$ cat src/rtl/crpc_pkg.sv
// Shared types and constants for the compression ratio profile controller.
// No dependencies; used by every module of the block.
`default_nettype none

package crpc_pkg;

  // Profile count default and field widths
  localparam int NumProfiles = 8;
  localparam int SizeW       = 32;
  localparam int SumW        = 36;
  localparam int RawW        = 41;
  localparam int RatioW      = 16;
  localparam int RunW        = 16;
  localparam int ProfW       = 3;
  localparam int AddrW       = 5;
  localparam int DataW       = 32;

  // Register reset values
  localparam logic [12:0] WidthRst    = 13'd4096;
  localparam logic [11:0] HeightRst   = 12'd3072;
  localparam logic [6:0]  SubfrRst    = 7'd1;
  localparam logic [15:0] UpperRst    = 16'd1536;
  localparam logic [15:0] LowerRst    = 16'd1280;
  localparam logic [15:0] HoldRst     = 16'd32;
  localparam logic [15:0] RatioRst    = 16'd1280;

  // Register indexes (byte address / 4)
  typedef enum logic [2:0] {
    REG_WIDTH  = 3'd0,
    REG_HEIGHT = 3'd1,
    REG_SUBFR  = 3'd2,
    REG_UPPER  = 3'd3,
    REG_LOWER  = 3'd4,
    REG_HOLD   = 3'd5
  } reg_e;

  typedef struct packed {
    logic [SizeW-1:0] stream_size;
    logic             frame_end;
  } in_t;

  typedef struct packed {
    logic [ProfW-1:0]  profile;
    logic [RatioW-1:0] ratio_q8;
    logic              stepped_up;
    logic              stepped_down;
  } out_t;

  typedef struct packed {
    logic [12:0] frame_width;
    logic [11:0] frame_height;
    logic [6:0]  subframes_per_frame;
    logic [15:0] upper_ratio;
    logic [15:0] lower_ratio;
    logic [15:0] hold_frames;
  } cfg_t;

  // Divider request and response
  typedef struct packed {
    logic            start;
    logic [RawW-1:0] dividend;
    logic [SumW-1:0] divisor;
  } div_req_t;

  typedef struct packed {
    logic              done;
    logic [RatioW-1:0] quotient;
  } div_rsp_t;

endpackage

`default_nettype wire

$ cat src/rtl/crpc_regs.sv
// Configuration register file with an APB-style write/read port.
// Depends on crpc_pkg for the register index codes and the config struct.
`default_nettype none

module crpc_regs (
  input  logic                        clk_i,
  input  logic                        rst_ni,
  input  logic                        psel,
  input  logic                        penable,
  input  logic                        pwrite,
  input  logic [crpc_pkg::AddrW-1:0]  paddr,
  input  logic [crpc_pkg::DataW-1:0]  pwdata,
  output logic [crpc_pkg::DataW-1:0]  prdata,
  output logic                        pready,
  output crpc_pkg::cfg_t              cfg_o
);

  crpc_pkg::cfg_t cfg_q;
  crpc_pkg::reg_e reg_idx;
  logic           wr_en;

  assign reg_idx = crpc_pkg::reg_e'(paddr[4:2]);
  assign wr_en   = psel & penable & pwrite;
  assign pready  = 1'b1;
  assign cfg_o   = cfg_q;

  // Write the addressed register
  always_ff @(posedge clk_i or negedge rst_ni) begin
    if (!rst_ni) begin
      cfg_q.frame_width         <= crpc_pkg::WidthRst;
      cfg_q.frame_height        <= crpc_pkg::HeightRst;
      cfg_q.subframes_per_frame <= crpc_pkg::SubfrRst;
      cfg_q.upper_ratio         <= crpc_pkg::UpperRst;
      cfg_q.lower_ratio         <= crpc_pkg::LowerRst;
      cfg_q.hold_frames         <= crpc_pkg::HoldRst;
    end else if (wr_en) begin
      unique case (reg_idx)
        crpc_pkg::REG_WIDTH:  cfg_q.frame_width         <= pwdata[12:0];
        crpc_pkg::REG_HEIGHT: cfg_q.frame_height        <= pwdata[11:0];
        crpc_pkg::REG_SUBFR:  cfg_q.subframes_per_frame <= pwdata[6:0];
        crpc_pkg::REG_UPPER:  cfg_q.upper_ratio         <= pwdata[15:0];
        crpc_pkg::REG_LOWER:  cfg_q.lower_ratio         <= pwdata[15:0];
        crpc_pkg::REG_HOLD:   cfg_q.hold_frames         <= pwdata[15:0];
        default: ;
      endcase
    end
  end

  // Return the addressed register, zero-extended
  always_comb begin
    unique case (reg_idx)
      crpc_pkg::REG_WIDTH:  prdata = 32'(cfg_q.frame_width);
      crpc_pkg::REG_HEIGHT: prdata = 32'(cfg_q.frame_height);
      crpc_pkg::REG_SUBFR:  prdata = 32'(cfg_q.subframes_per_frame);
      crpc_pkg::REG_UPPER:  prdata = 32'(cfg_q.upper_ratio);
      crpc_pkg::REG_LOWER:  prdata = 32'(cfg_q.lower_ratio);
      crpc_pkg::REG_HOLD:   prdata = 32'(cfg_q.hold_frames);
      default:              prdata = '0;
    endcase
  end

endmodule

`default_nettype wire

$ cat src/rtl/crpc_div.sv
// Iterative restoring divider: raw size over summed size, saturated to 16 bits.
// One shared subtractor: a saturation check, then one quotient bit per cycle.
// Depends on crpc_pkg for widths and the request/response structs.
`default_nettype none

module crpc_div (
  input  logic               clk_i,
  input  logic               rst_ni,
  input  crpc_pkg::div_req_t req_i,
  output crpc_pkg::div_rsp_t rsp_o
);

  localparam int RemW = crpc_pkg::SumW;
  localparam int QW   = crpc_pkg::RatioW;
  localparam int CntW = $clog2(QW);
  localparam logic [CntW-1:0] CntLast = CntW'(QW - 1);

  typedef enum logic [1:0] {
    DV_IDLE,
    DV_CHK,
    DV_BITS
  } dv_state_e;

  dv_state_e         state_q;
  logic [RemW-1:0]   rem_q;
  logic [QW-1:0]     low_q;
  logic [QW-1:0]     quo_q;
  logic [RemW-1:0]   dvs_q;
  logic [CntW-1:0]   cnt_q;
  logic              done_q;

  logic [RemW:0]     minuend;
  logic [RemW+1:0]   diff;
  logic              borrow;

  // Shared subtractor: whole partial remainder in the check, shifted one in the bit steps
  assign minuend = (state_q == DV_CHK) ? {1'b0, rem_q} : {rem_q, low_q[QW-1]};
  assign diff    = {1'b0, minuend} - {2'b00, dvs_q};
  assign borrow  = diff[RemW+1];

  assign rsp_o.done     = done_q;
  assign rsp_o.quotient = quo_q;

  // Sequence the check and the quotient bits
  always_ff @(posedge clk_i or negedge rst_ni) begin
    if (!rst_ni) begin
      state_q <= DV_IDLE;
      done_q  <= 1'b0;
      cnt_q   <= '0;
      rem_q   <= '0;
      low_q   <= '0;
      quo_q   <= '0;
      dvs_q   <= '0;
    end else begin
      unique case (state_q)
        DV_IDLE: begin
          done_q <= 1'b0;
          if (req_i.start) begin
            rem_q   <= RemW'(req_i.dividend[crpc_pkg::RawW-1:QW]);
            low_q   <= req_i.dividend[QW-1:0];
            dvs_q   <= req_i.divisor;
            state_q <= DV_CHK;
          end
        end
        DV_CHK: begin
          // Upper part not below the divisor: quotient exceeds 16 bits
          done_q <= ~borrow;
          if (!borrow) begin
            quo_q   <= '1;
            state_q <= DV_IDLE;
          end else begin
            quo_q   <= '0;
            cnt_q   <= '0;
            state_q <= DV_BITS;
          end
        end
        DV_BITS: begin
          rem_q  <= borrow ? minuend[RemW-1:0] : diff[RemW-1:0];
          low_q  <= {low_q[QW-2:0], 1'b0};
          quo_q  <= {quo_q[QW-2:0], ~borrow};
          cnt_q  <= cnt_q + 1'b1;
          done_q <= (cnt_q == CntLast);
          if (cnt_q == CntLast) begin
            state_q <= DV_IDLE;
          end
        end
        default: begin
          done_q  <= 1'b0;
          state_q <= DV_IDLE;
        end
      endcase
    end
  end

endmodule

`default_nettype wire

$ cat src/rtl/compression_ratio_profile_control.sv
// Compression ratio profile controller, top level.
// Depends on crpc_pkg, crpc_regs and crpc_div.
`default_nettype none

// Codestream sizes enter one per request and add into a 36-bit saturating sum;
// a size that does not end the frame is accepted without a stall and gives no
// result. The request that ends the frame stalls the input until its result is
// loaded: two multiply steps and a scale form width*height*subframes*320, a
// start state launches the restoring divider, which runs a check step and then
// 16 bit steps on raw/sum (only the check when the quotient saturates, no
// divider at all when the sum is zero), then the smoothed ratio, run counters
// and profile are updated in turn (the ratio is kept when the sum is zero). One
// result request leaves per frame; the output register holds it until taken and
// a finished frame waits for that register before it loads its result.
module compression_ratio_profile_control #(
  parameter int NUM_PROFILES = crpc_pkg::NumProfiles
) (
  input  logic                       clk_i,
  input  logic                       rst_ni,
  input  logic                       in_valid_i,
  output logic                       in_stall_o,
  input  crpc_pkg::in_t              in_data_i,
  output logic                       out_valid_o,
  input  logic                       out_stall_i,
  output crpc_pkg::out_t             out_data_o,
  input  logic                       psel,
  input  logic                       penable,
  input  logic                       pwrite,
  input  logic [crpc_pkg::AddrW-1:0] paddr,
  input  logic [crpc_pkg::DataW-1:0] pwdata,
  output logic [crpc_pkg::DataW-1:0] prdata,
  output logic                       pready
);

  localparam int SumW   = crpc_pkg::SumW;
  localparam int RawW   = crpc_pkg::RawW;
  localparam int RatioW = crpc_pkg::RatioW;
  localparam int RunW   = crpc_pkg::RunW;
  localparam int ProfW  = crpc_pkg::ProfW;
  localparam logic [ProfW-1:0] ProfMax = ProfW'(NUM_PROFILES - 1);

  typedef enum logic [2:0] {
    ST_IDLE,
    ST_MUL1,
    ST_MUL2,
    ST_SCALE,
    ST_DIVGO,
    ST_DIV,
    ST_RUN,
    ST_STEP
  } state_e;

  state_e               state_q;
  logic [SumW-1:0]      size_sum_q;
  logic [RatioW-1:0]    ratio_q;
  logic [ProfW-1:0]     profile_q;
  logic [RunW-1:0]      over_run_q;
  logic [RunW-1:0]      under_run_q;
  logic                 out_valid_q;
  crpc_pkg::out_t       out_data_q;
  logic [31:0]          prod_q;
  logic [RawW-1:0]      raw_q;

  crpc_pkg::cfg_t       cfg;
  crpc_pkg::div_req_t   div_req;
  crpc_pkg::div_rsp_t   div_rsp;

  logic                 in_acc;
  logic [SumW:0]        sum_ext;
  logic [SumW-1:0]      sum_sat;
  logic [RatioW+2:0]    smooth;
  logic [RunW-1:0]      over_inc;
  logic [RunW-1:0]      under_inc;
  logic                 step_up;
  logic                 step_down;
  logic [ProfW-1:0]     prof_mid;
  logic                 out_free;
  logic                 load_out;

  crpc_regs u_regs (
    .clk_i   (clk_i),
    .rst_ni  (rst_ni),
    .psel    (psel),
    .penable (penable),
    .pwrite  (pwrite),
    .paddr   (paddr),
    .pwdata  (pwdata),
    .prdata  (prdata),
    .pready  (pready),
    .cfg_o   (cfg)
  );

  assign div_req.start    = (state_q == ST_DIVGO);
  assign div_req.dividend = raw_q;
  assign div_req.divisor  = size_sum_q;

  crpc_div u_div (
    .clk_i  (clk_i),
    .rst_ni (rst_ni),
    .req_i  (div_req),
    .rsp_o  (div_rsp)
  );

  assign in_stall_o  = (state_q != ST_IDLE);
  assign in_acc      = in_valid_i & ~in_stall_o;
  assign out_valid_o = out_valid_q;
  assign out_data_o  = out_data_q;
  assign out_free    = ~out_valid_q | ~out_stall_i;
  assign load_out    = (state_q == ST_STEP) && out_free;

  // Saturating size accumulation
  assign sum_ext = (SumW+1)'(size_sum_q) + (SumW+1)'(in_data_i.stream_size);
  assign sum_sat = sum_ext[SumW] ? '1 : sum_ext[SumW-1:0];

  // 7/8 old + 1/8 new, floored
  assign smooth = {ratio_q, 3'b000} - (RatioW+3)'(ratio_q) + (RatioW+3)'(div_rsp.quotient);

  // Saturating run increments
  assign over_inc  = (over_run_q == '1) ? over_run_q : over_run_q + 1'b1;
  assign under_inc = (under_run_q == '1) ? under_run_q : under_run_q + 1'b1;

  // Up-step first, then down-step against the possibly raised profile
  assign step_up   = (over_run_q > cfg.hold_frames) && (profile_q < ProfMax);
  assign prof_mid  = profile_q + ProfW'(step_up);
  assign step_down = (under_run_q > cfg.hold_frames) && (prof_mid != '0);

  // Raw frame size datapath: width*height, times subframes, times 320
  always_ff @(posedge clk_i) begin
    if (state_q == ST_MUL1) begin
      prod_q <= 32'(cfg.frame_width) * 32'(cfg.frame_height);
    end else if (state_q == ST_MUL2) begin
      prod_q <= 32'(prod_q[24:0]) * 32'(cfg.subframes_per_frame);
    end
    if (state_q == ST_SCALE) begin
      raw_q <= RawW'({prod_q, 8'b0}) + RawW'({prod_q, 6'b0});
    end
  end

  // Sequencer, tracker state and output register
  always_ff @(posedge clk_i or negedge rst_ni) begin
    if (!rst_ni) begin
      state_q     <= ST_IDLE;
      size_sum_q  <= '0;
      ratio_q     <= crpc_pkg::RatioRst;
      profile_q   <= ProfMax;
      over_run_q  <= '0;
      under_run_q <= '0;
      out_valid_q <= 1'b0;
      out_data_q  <= '0;
    end else begin
      // Raise the result when a frame finishes, drop it once taken
      if (load_out) begin
        out_valid_q <= 1'b1;
      end else if (out_valid_q && !out_stall_i) begin
        out_valid_q <= 1'b0;
      end
      unique case (state_q)
        ST_IDLE: begin
          if (in_acc) begin
            size_sum_q <= sum_sat;
            if (in_data_i.frame_end) begin
              state_q <= ST_MUL1;
            end
          end
        end
        ST_MUL1:  state_q <= ST_MUL2;
        ST_MUL2:  state_q <= ST_SCALE;
        ST_SCALE: state_q <= (size_sum_q != '0) ? ST_DIVGO : ST_RUN;
        ST_DIVGO: state_q <= ST_DIV;
        ST_DIV: begin
          if (div_rsp.done) begin
            ratio_q <= smooth[RatioW+2:3];
            state_q <= ST_RUN;
          end
        end
        ST_RUN: begin
          over_run_q  <= (ratio_q > cfg.upper_ratio) ? over_inc : '0;
          under_run_q <= (ratio_q < cfg.lower_ratio) ? under_inc : '0;
          state_q     <= ST_STEP;
        end
        ST_STEP: begin
          // Hold until the output register is free
          if (load_out) begin
            profile_q  <= prof_mid - ProfW'(step_down);
            size_sum_q <= '0;
            if (step_up) begin
              over_run_q <= '0;
            end
            if (step_down) begin
              under_run_q <= '0;
            end
            out_data_q.profile      <= prof_mid - ProfW'(step_down);
            out_data_q.ratio_q8     <= ratio_q;
            out_data_q.stepped_up   <= step_up;
            out_data_q.stepped_down <= step_down;
            state_q     <= ST_IDLE;
          end
        end
        default: state_q <= ST_IDLE;
      endcase
    end
  end

endmodule

`default_nettype wire

$ cat config.mk
export PLATFORM = sky130hd
export DESIGN_NAME = compression_ratio_profile_control
export DESIGN_NICKNAME = d
export VERILOG_FILES = /design/src/rtl/crpc_pkg.sv /design/src/rtl/crpc_regs.sv /design/src/rtl/crpc_div.sv /design/src/rtl/compression_ratio_profile_control.sv
export SDC_FILE = /design/constraint.sdc
export NUM_CORES = 2
export LEC_CHECK = 0
export BUFFER_PORTS_ARGS = -buffer_cell sky130_fd_sc_hd__buf_4
export CAP_MARGIN = 20
export CORE_ASPECT_RATIO = 0.6
export CORE_MARGIN = 2
export CORE_UTILIZATION = 35
export CTS_CLUSTER_DIAMETER = 200
export DETAILED_ROUTE_END_ITERATION = 8
export GPL_ROUTABILITY_DRIVEN = 0
export GPL_TIMING_DRIVEN = 0
export HOLD_SLACK_MARGIN = 0.05
export REMOVE_ABC_BUFFERS = 1
export SKIP_LAST_GASP = 1
export SLEW_MARGIN = 30
export SYNTH_ARGS = -nofsm -noshare
export SYNTH_HDL_FRONTEND = slang
export SYNTH_SLANG_ARGS = --single-unit
$ cat constraint.sdc
create_clock -name clk_i -period 17.6 [get_ports clk_i]
set_input_delay 0.88 -clock clk_i [delete_from_list [all_inputs] [get_ports clk_i]]
set_output_delay 0.88 -clock clk_i [all_outputs]
set_load 0.03 [all_outputs]
Yosys cells after proc, flatten, opt, wreduce, memory -nomap -nowiden
Cells that the tools add are included.
Storage, ports and cells
  ROM bits: 0
  memories kept: 0
  bits of input ports: 77
  word-level logic and storage cells: 153
  latch bits: 0
  output and inout port bits: 56
  bits in writable memories: 0
  register bits after elaboration: 376
Cells by class
  reduce and logical (&&, ||, !) cells: 33
  $lt $le $gt $ge: 5
  div/mod/pow operators: 0
  bitwise operators: 8
  multiplexer cells: 40
  multipliers: 2
  $add $sub $neg: 10
  shift operators: 0
  equal/unequal tests: 28
Operator list (number)
  two-way mux 36 bit: 5
  two-way mux 16 bit: 10
  one-hot mux 36 bit (2 select lines): 2
  one-hot mux 16 bit (2 select lines): 4
  one-hot mux 16 bit (6 select lines): 1
  two-way mux 25 bit: 2
  greater-than comparator 16 bit: 3
  adder 40 x 38 -> 41 bit: 1
  subtractor 37 x 36 -> 38 bit: 1
  adder 36 x 32 -> 37 bit: 1
  two-way mux 37 bit: 1
  nonzero test 36 bit: 1
  adder 16 x 1 -> 16 bit, second input constant: 2
  == test 16 bit, second input constant: 2
  multiplier 25 x 7 -> 32 bit: 1
  multiplier 13 x 12 -> 25 bit: 1
  one-hot mux 3 bit (8 select lines): 1
  AND reduction 2 bit: 12
  adder 19 x 16 -> 19 bit: 1
  subtractor 19 x 16 -> 19 bit: 1
  == test 3 bit, second input constant: 6
  less-than comparator 16 bit: 1
  == test 3 x 2 -> 1 bit, second input constant: 4
  two-way mux 3 bit: 4
  28 further kinds: 58

Depth between registers and ports, before layout
  depth in word-level cells: 8
  mapped depth: 22
  gate-level depth less buffers: 21

Cells and area by module
Synthesis repeated with hierarchy kept, for this count alone.
Unflattened totals
  cells, all modules: 3821
  area total of the unflattened synthesis: 35197.5 um^2
By module, submodules not included
  compression_ratio_profile_control: sequential area each 4750.8 um^2, times used 1, cells an instance 2724, area each 23578.9 um^2
  crpc_div: sequential area each 2777.7 um^2, times used 1, cells an instance 815, area each 7653.6 um^2
  crpc_regs: sequential area each 2013.2 um^2, times used 1, cells an instance 282, area each 3965.1 um^2

Worst setup path after synthesis
Ideal clock, no wire load.
  kind: register -> register
  start: register u_regs.cfg_q (netlist bit u_regs.cfg_o[60])
  end: register prod_q[22] (data pin)
  setup time: 0.255 ns
  arrival: 5.457 ns
  path buffers: 1
  cell stages (with the launch flop): 20
  path slack: 11.888 ns
  period minus slack after synthesis: 5.712 ns
  required time: 17.345 ns
  cell sequence: dfrtp_1 -> clkbuf_1 -> nand2_1 -> fa_1 -> fa_1 -> fa_1 -> inv_1 -> fa_1 -> inv_1 -> fa_1 -> inv_1 -> ha_1 -> or3_1 -> o211a_1 -> o31ai_2 -> a211oi_1 -> o311ai_1 -> a21oi_1 -> or3_1 -> a31o_1
On the way
  cells in the longest elaborated chain, start to end: 2
Ends and longest elaborated chain
  start: declaration: line crpc_regs.sv:18  | crpc_pkg::cfg_t cfg_q;
  multiplier 13 x 12 -> 25 bit: line compression_ratio_profile_control.sv:130  | prod_q <= 32'(cfg.frame_width) * 32'(cfg.frame_height);
  two-way mux 25 bit: line compression_ratio_profile_control.sv:129  | if (state_q == ST_MUL1) begin
  end signal: assignment: line compression_ratio_profile_control.sv:130
  end signal: assignment: line compression_ratio_profile_control.sv:132  | prod_q <= 32'(prod_q[24:0]) * 32'(cfg.subframes_per_frame);
  end: declaration: line compression_ratio_profile_control.sv:61  | logic [31:0] prod_q;
No other way between the ends.
A chain may end at the register's enable or synchronous reset.

Worst setup path after layout
Same ends and word-level chain as after synthesis.

==> impl_metrics.py <==
metrics = {
    "status": {
        "outcome": "finished clean",
    },
    "worst_hold_path": {
        "hp-class": "in -> async",
    },
    "die": {
        "design.core.area_mm2": 0.0967,
        "rows": 88,
        "die-area_mm2": 0.101,
        "die_y_um": 247,
        "io_pins": 133,
        "die_w_um": 408,
        "start_util": 0.355,
    },
    "yosys": {
        "syn_area_per_cell_um2": 8.88,
        "async_flop_share": 0.816,
        "synth-edff-count": 60,
        "ys_types": 101,
        "synth_top_area_frac": 0.206,
        "ys.warnings.count": 0,
        "ys_ff_latch": 364,
        "synthFlopType": "dfrtp_1",
        "synth.area.top_cells": "dfrtp_1, fa_1, ha_1, nand2_1, inv_1",
        "synth_area_leader_cell": "dfrtp_1",
        "netlist_area_mm2": 0.0344,
        "synth.yosys.seq_area_share": 0.273,
        "syn_inst": 3869,
    },
    "final_layout": {
        "area.sequential_mm2": 0.00940,
        "fin_nets": 4492,
        "area_delta_synth_final_pct": 10.1,
        "fin_cells": 5207,
        "fillers": 9838,
        "num_antenna_cells": 0,
        "multiInputGateArea_mm2": 0.0225,
        "drive_gt1_frac": 0.0869,
    },
    "routing": {
        "drc": 0,
        "routedWlPerCell_um": 17.4,
        "antenna_left": 0,
        "num_vias": 27240,
        "vias_per_cell": 5.23,
        "drt-total-wl_um": 90900,
        "drt_first_pass_iters": 5,
        "drtIter0Drc": 2130,
    },
    "timing": {
        "timing.fmax_mhz": 156,
        "fin_skew_ns": 0.0347,
        "maxSlewViolCount": 0,
        "rsz0062_at_grt": "no",
        "timing.final.crit_share": 0.363,
        "fin_crit_ns": 6.40,
        "tightest_slew_ns": 1.00,
        "setup_tns_ns": 0,
        "setup_viol": 0,
        "hold_violations": 0,
        "maxSlewHeadroom": 0.331,
    },
    "critical_path": {
        "crit_chain": "nand2_1 -> fa_1 -> fa_1 -> fa_1 -> inv_1 -> fa_1 -> inv_1 -> fa_1 -> inv_1 -> ha_1 -> or3_1 -> o211a_1 -> o31ai_2 -> a211oi_1 -> o311ai_1 -> a21oi_1 -> or3_1 -> a31o_1",
        "cp_top_family": "adder cells",
        "endpoint_kind": "register",
        "worstPathRequired_ns": 17.92,
        "worstSetupPathType": "reg -> reg",
        "slowest_delay_ns": 0.77,
        "r2r_cells": 18,
        "path_common_cell": "fa_1",
        "cp_num_buf_inv": 3,
        "crit_path_start_kind": "register",
        "path_depth": 18,
        "crit_slowest_cell": "dfrtp_1",
        "worstPathMaxFanout": 15,
        "crit_arrival_ns": 6.72,
    },
    "placed_design": {
        "port_buffers": 97,
        "dp_cells": 5137,
        "dp_hpwl_um": 68600,
    },
    "grt": {
        "top_usage_layer": "met1",
        "use_met2": 0.242,
        "use_met1": 0.295,
        "grt_pass1_vias": 26268,
        "grt_util_all_layers": 0.179,
        "grt_overflow": 0,
        "grt_max_degree": 82,
        "grt_util_met3": 0.0323,
        "antenna_found_initial": 0,
        "grt_pass1_wl_um": 147000,
    },
    "clock_tree": {
        "htree_num_levels": 2,
        "cts_sinks": 364,
        "cts_hold_buf": 0,
        "ctsResizeCount": 0,
        "cts_made_buffers": 38,
        "insertion_delay_ns": 0.56,
        "cts_tree": "yes",
        "clock-root-buffer": "clkbuf_16",
        "clock_path_buffers": 3,
        "cts.clk_slew.worst_paths_ns": 0.07,
        "cts_setup_buffers": 0,
    },
    "job": {
        "cap_viol_max_count": 0,
    },
}
[layout make-up]
cell class,instances,share of cell area
repair buffers,117,0.0289
clock buffers,55,0.0301
multi-input cells,2846,0.595
well taps,1305,0.0432
clock inverters,14,0.00414
inverters,506,0.0502
flip-flops and latches,364,0.249
[path summary, 6_finish.rpt]
kind                       slack [ns]               end              from
max in group asynchronous       15.96  u_regs.cfg_o[66]            rst_ni
min in group clk_i               0.48   u_div.low_q[14]   u_div.low_q[14]
setup / recovery                11.20        prod_q[22]  u_regs.cfg_o[60]
hold / removal                   0.30    size_sum_q[17]            rst_ni
setup reg to reg                11.20        prod_q[22]  u_regs.cfg_o[60]
hold reg to reg                  0.48   u_div.low_q[14]   u_div.low_q[14]
[synth_stat cells, types with 8 or more instances]
| cell | number |
|---|---|
| a211oi_1 | 38 |
| a21o_1 | 74 |
| a21oi_1 | 224 |
| a22oi_1 | 10 |
| a31oi_1 | 25 |
| a32oi_1 | 10 |
| and2_1 | 118 |
| and3_1 | 50 |
| buf_2 | 11 |
| buf_4 | 18 |
| clkbuf_1 | 128 |
| dfrtp_1 | 283 |
| dfstp_2 | 14 |
| edfxtp_1 | 60 |
| fa_1 | 240 |
| ha_1 | 302 |
| inv_1 | 506 |
| mux2_2 | 76 |
| mux2i_1 | 61 |
| nand2_1 | 518 |
| nand2b_1 | 30 |
| nand3_1 | 64 |
| nand4_1 | 35 |
| nor2_1 | 138 |
| nor2b_1 | 26 |
| nor3_1 | 43 |
| nor4_1 | 13 |
| o211ai_1 | 25 |
| o21a_1 | 42 |
| o21ai_0 | 296 |
| o21ai_1 | 8 |
| o21bai_1 | 27 |
| o22ai_1 | 16 |
| o31ai_1 | 21 |
| or3_1 | 21 |
| xnor2_1 | 89 |
| xor2_1 | 39 |
[cells by family (layout without fill, tap and decap cells)]
group | after synthesis | count (layout) | synth area share
DFF | 364 | 364 | 0.273
buffers and inverters | 674 | 692 | 0.0769
xor gates and xnor gates | 128 | 128 | 0.0326
adders and majority gates | 542 | 542 | 0.250
other | 2 | 17 | 0.000219
AOI/OAI and AO/OA | 923 | 923 | 0.171
and+or+nand+nor | 1094 | 1094 | 0.150
muxes | 142 | 142 | 0.0460
[per-stage QoR]
stage / setup WS (ns) / area (um^2) / hold slack [ns] / util
after detailed placement: 11.27 / 36500 / 0.470 / 0.378
after global routing: 10.92 / 37800 / 0.347 / 0.391
after CTS: 11.26 / 37800 / 0.330 / 0.391
final: 11.20 / 37800 / 0.304 / 0.391
after floorplan: 12.02 / 33700 / 0.449 / -
after global placement: 7.85 / 36000 / 0.462 / 0.373
[registers in the layout (all words and copies together) (netlist names)]
register / count
ratio_q: 16
size_sum_q: 36
u_div.state_q: 2
profile_q: 3
u_div.done_q: 1
raw_q: 35
state_q: 3
u_div.rem_q: 36
under_run_q: 16
u_div.cnt_q: 4
out_valid_o: 1
u_div.dvs_q: 36
u_regs.cfg_o: 80
prod_q: 32
u_div.quo_q: 16
u_div.low_q: 10
over_run_q: 16
out_data_o: 21
[routing by layer]
| metal | wire (um) | vias to the layer above |
|---|---|---|
| li1 | - | 13153 |
| met4 | 961 | 0 |
| met2 | 34600 | 746 |
| met1 | 49000 | 13271 |
| met3 | 6270 | 70 |
| met5 | 0 | - |
[cell usage in the layout, fill, tap and decap left out, types with 89 or more instances in the layout]
| master | n |
|---|---|
| a21oi_1 | 224 |
| and2_1 | 117 |
| buf_4 | 102 |
| dfrtp_1 | 277 |
| fa_1 | 240 |
| ha_1 | 300 |
| inv_1 | 505 |
| nand2_1 | 517 |
| nor2_1 | 134 |
| o21ai_0 | 295 |
| xnor2_1 | 89 |
Power is not shown: default switching activity piles up to over one toggle a cycle in this logic, so the estimate is an artifact.
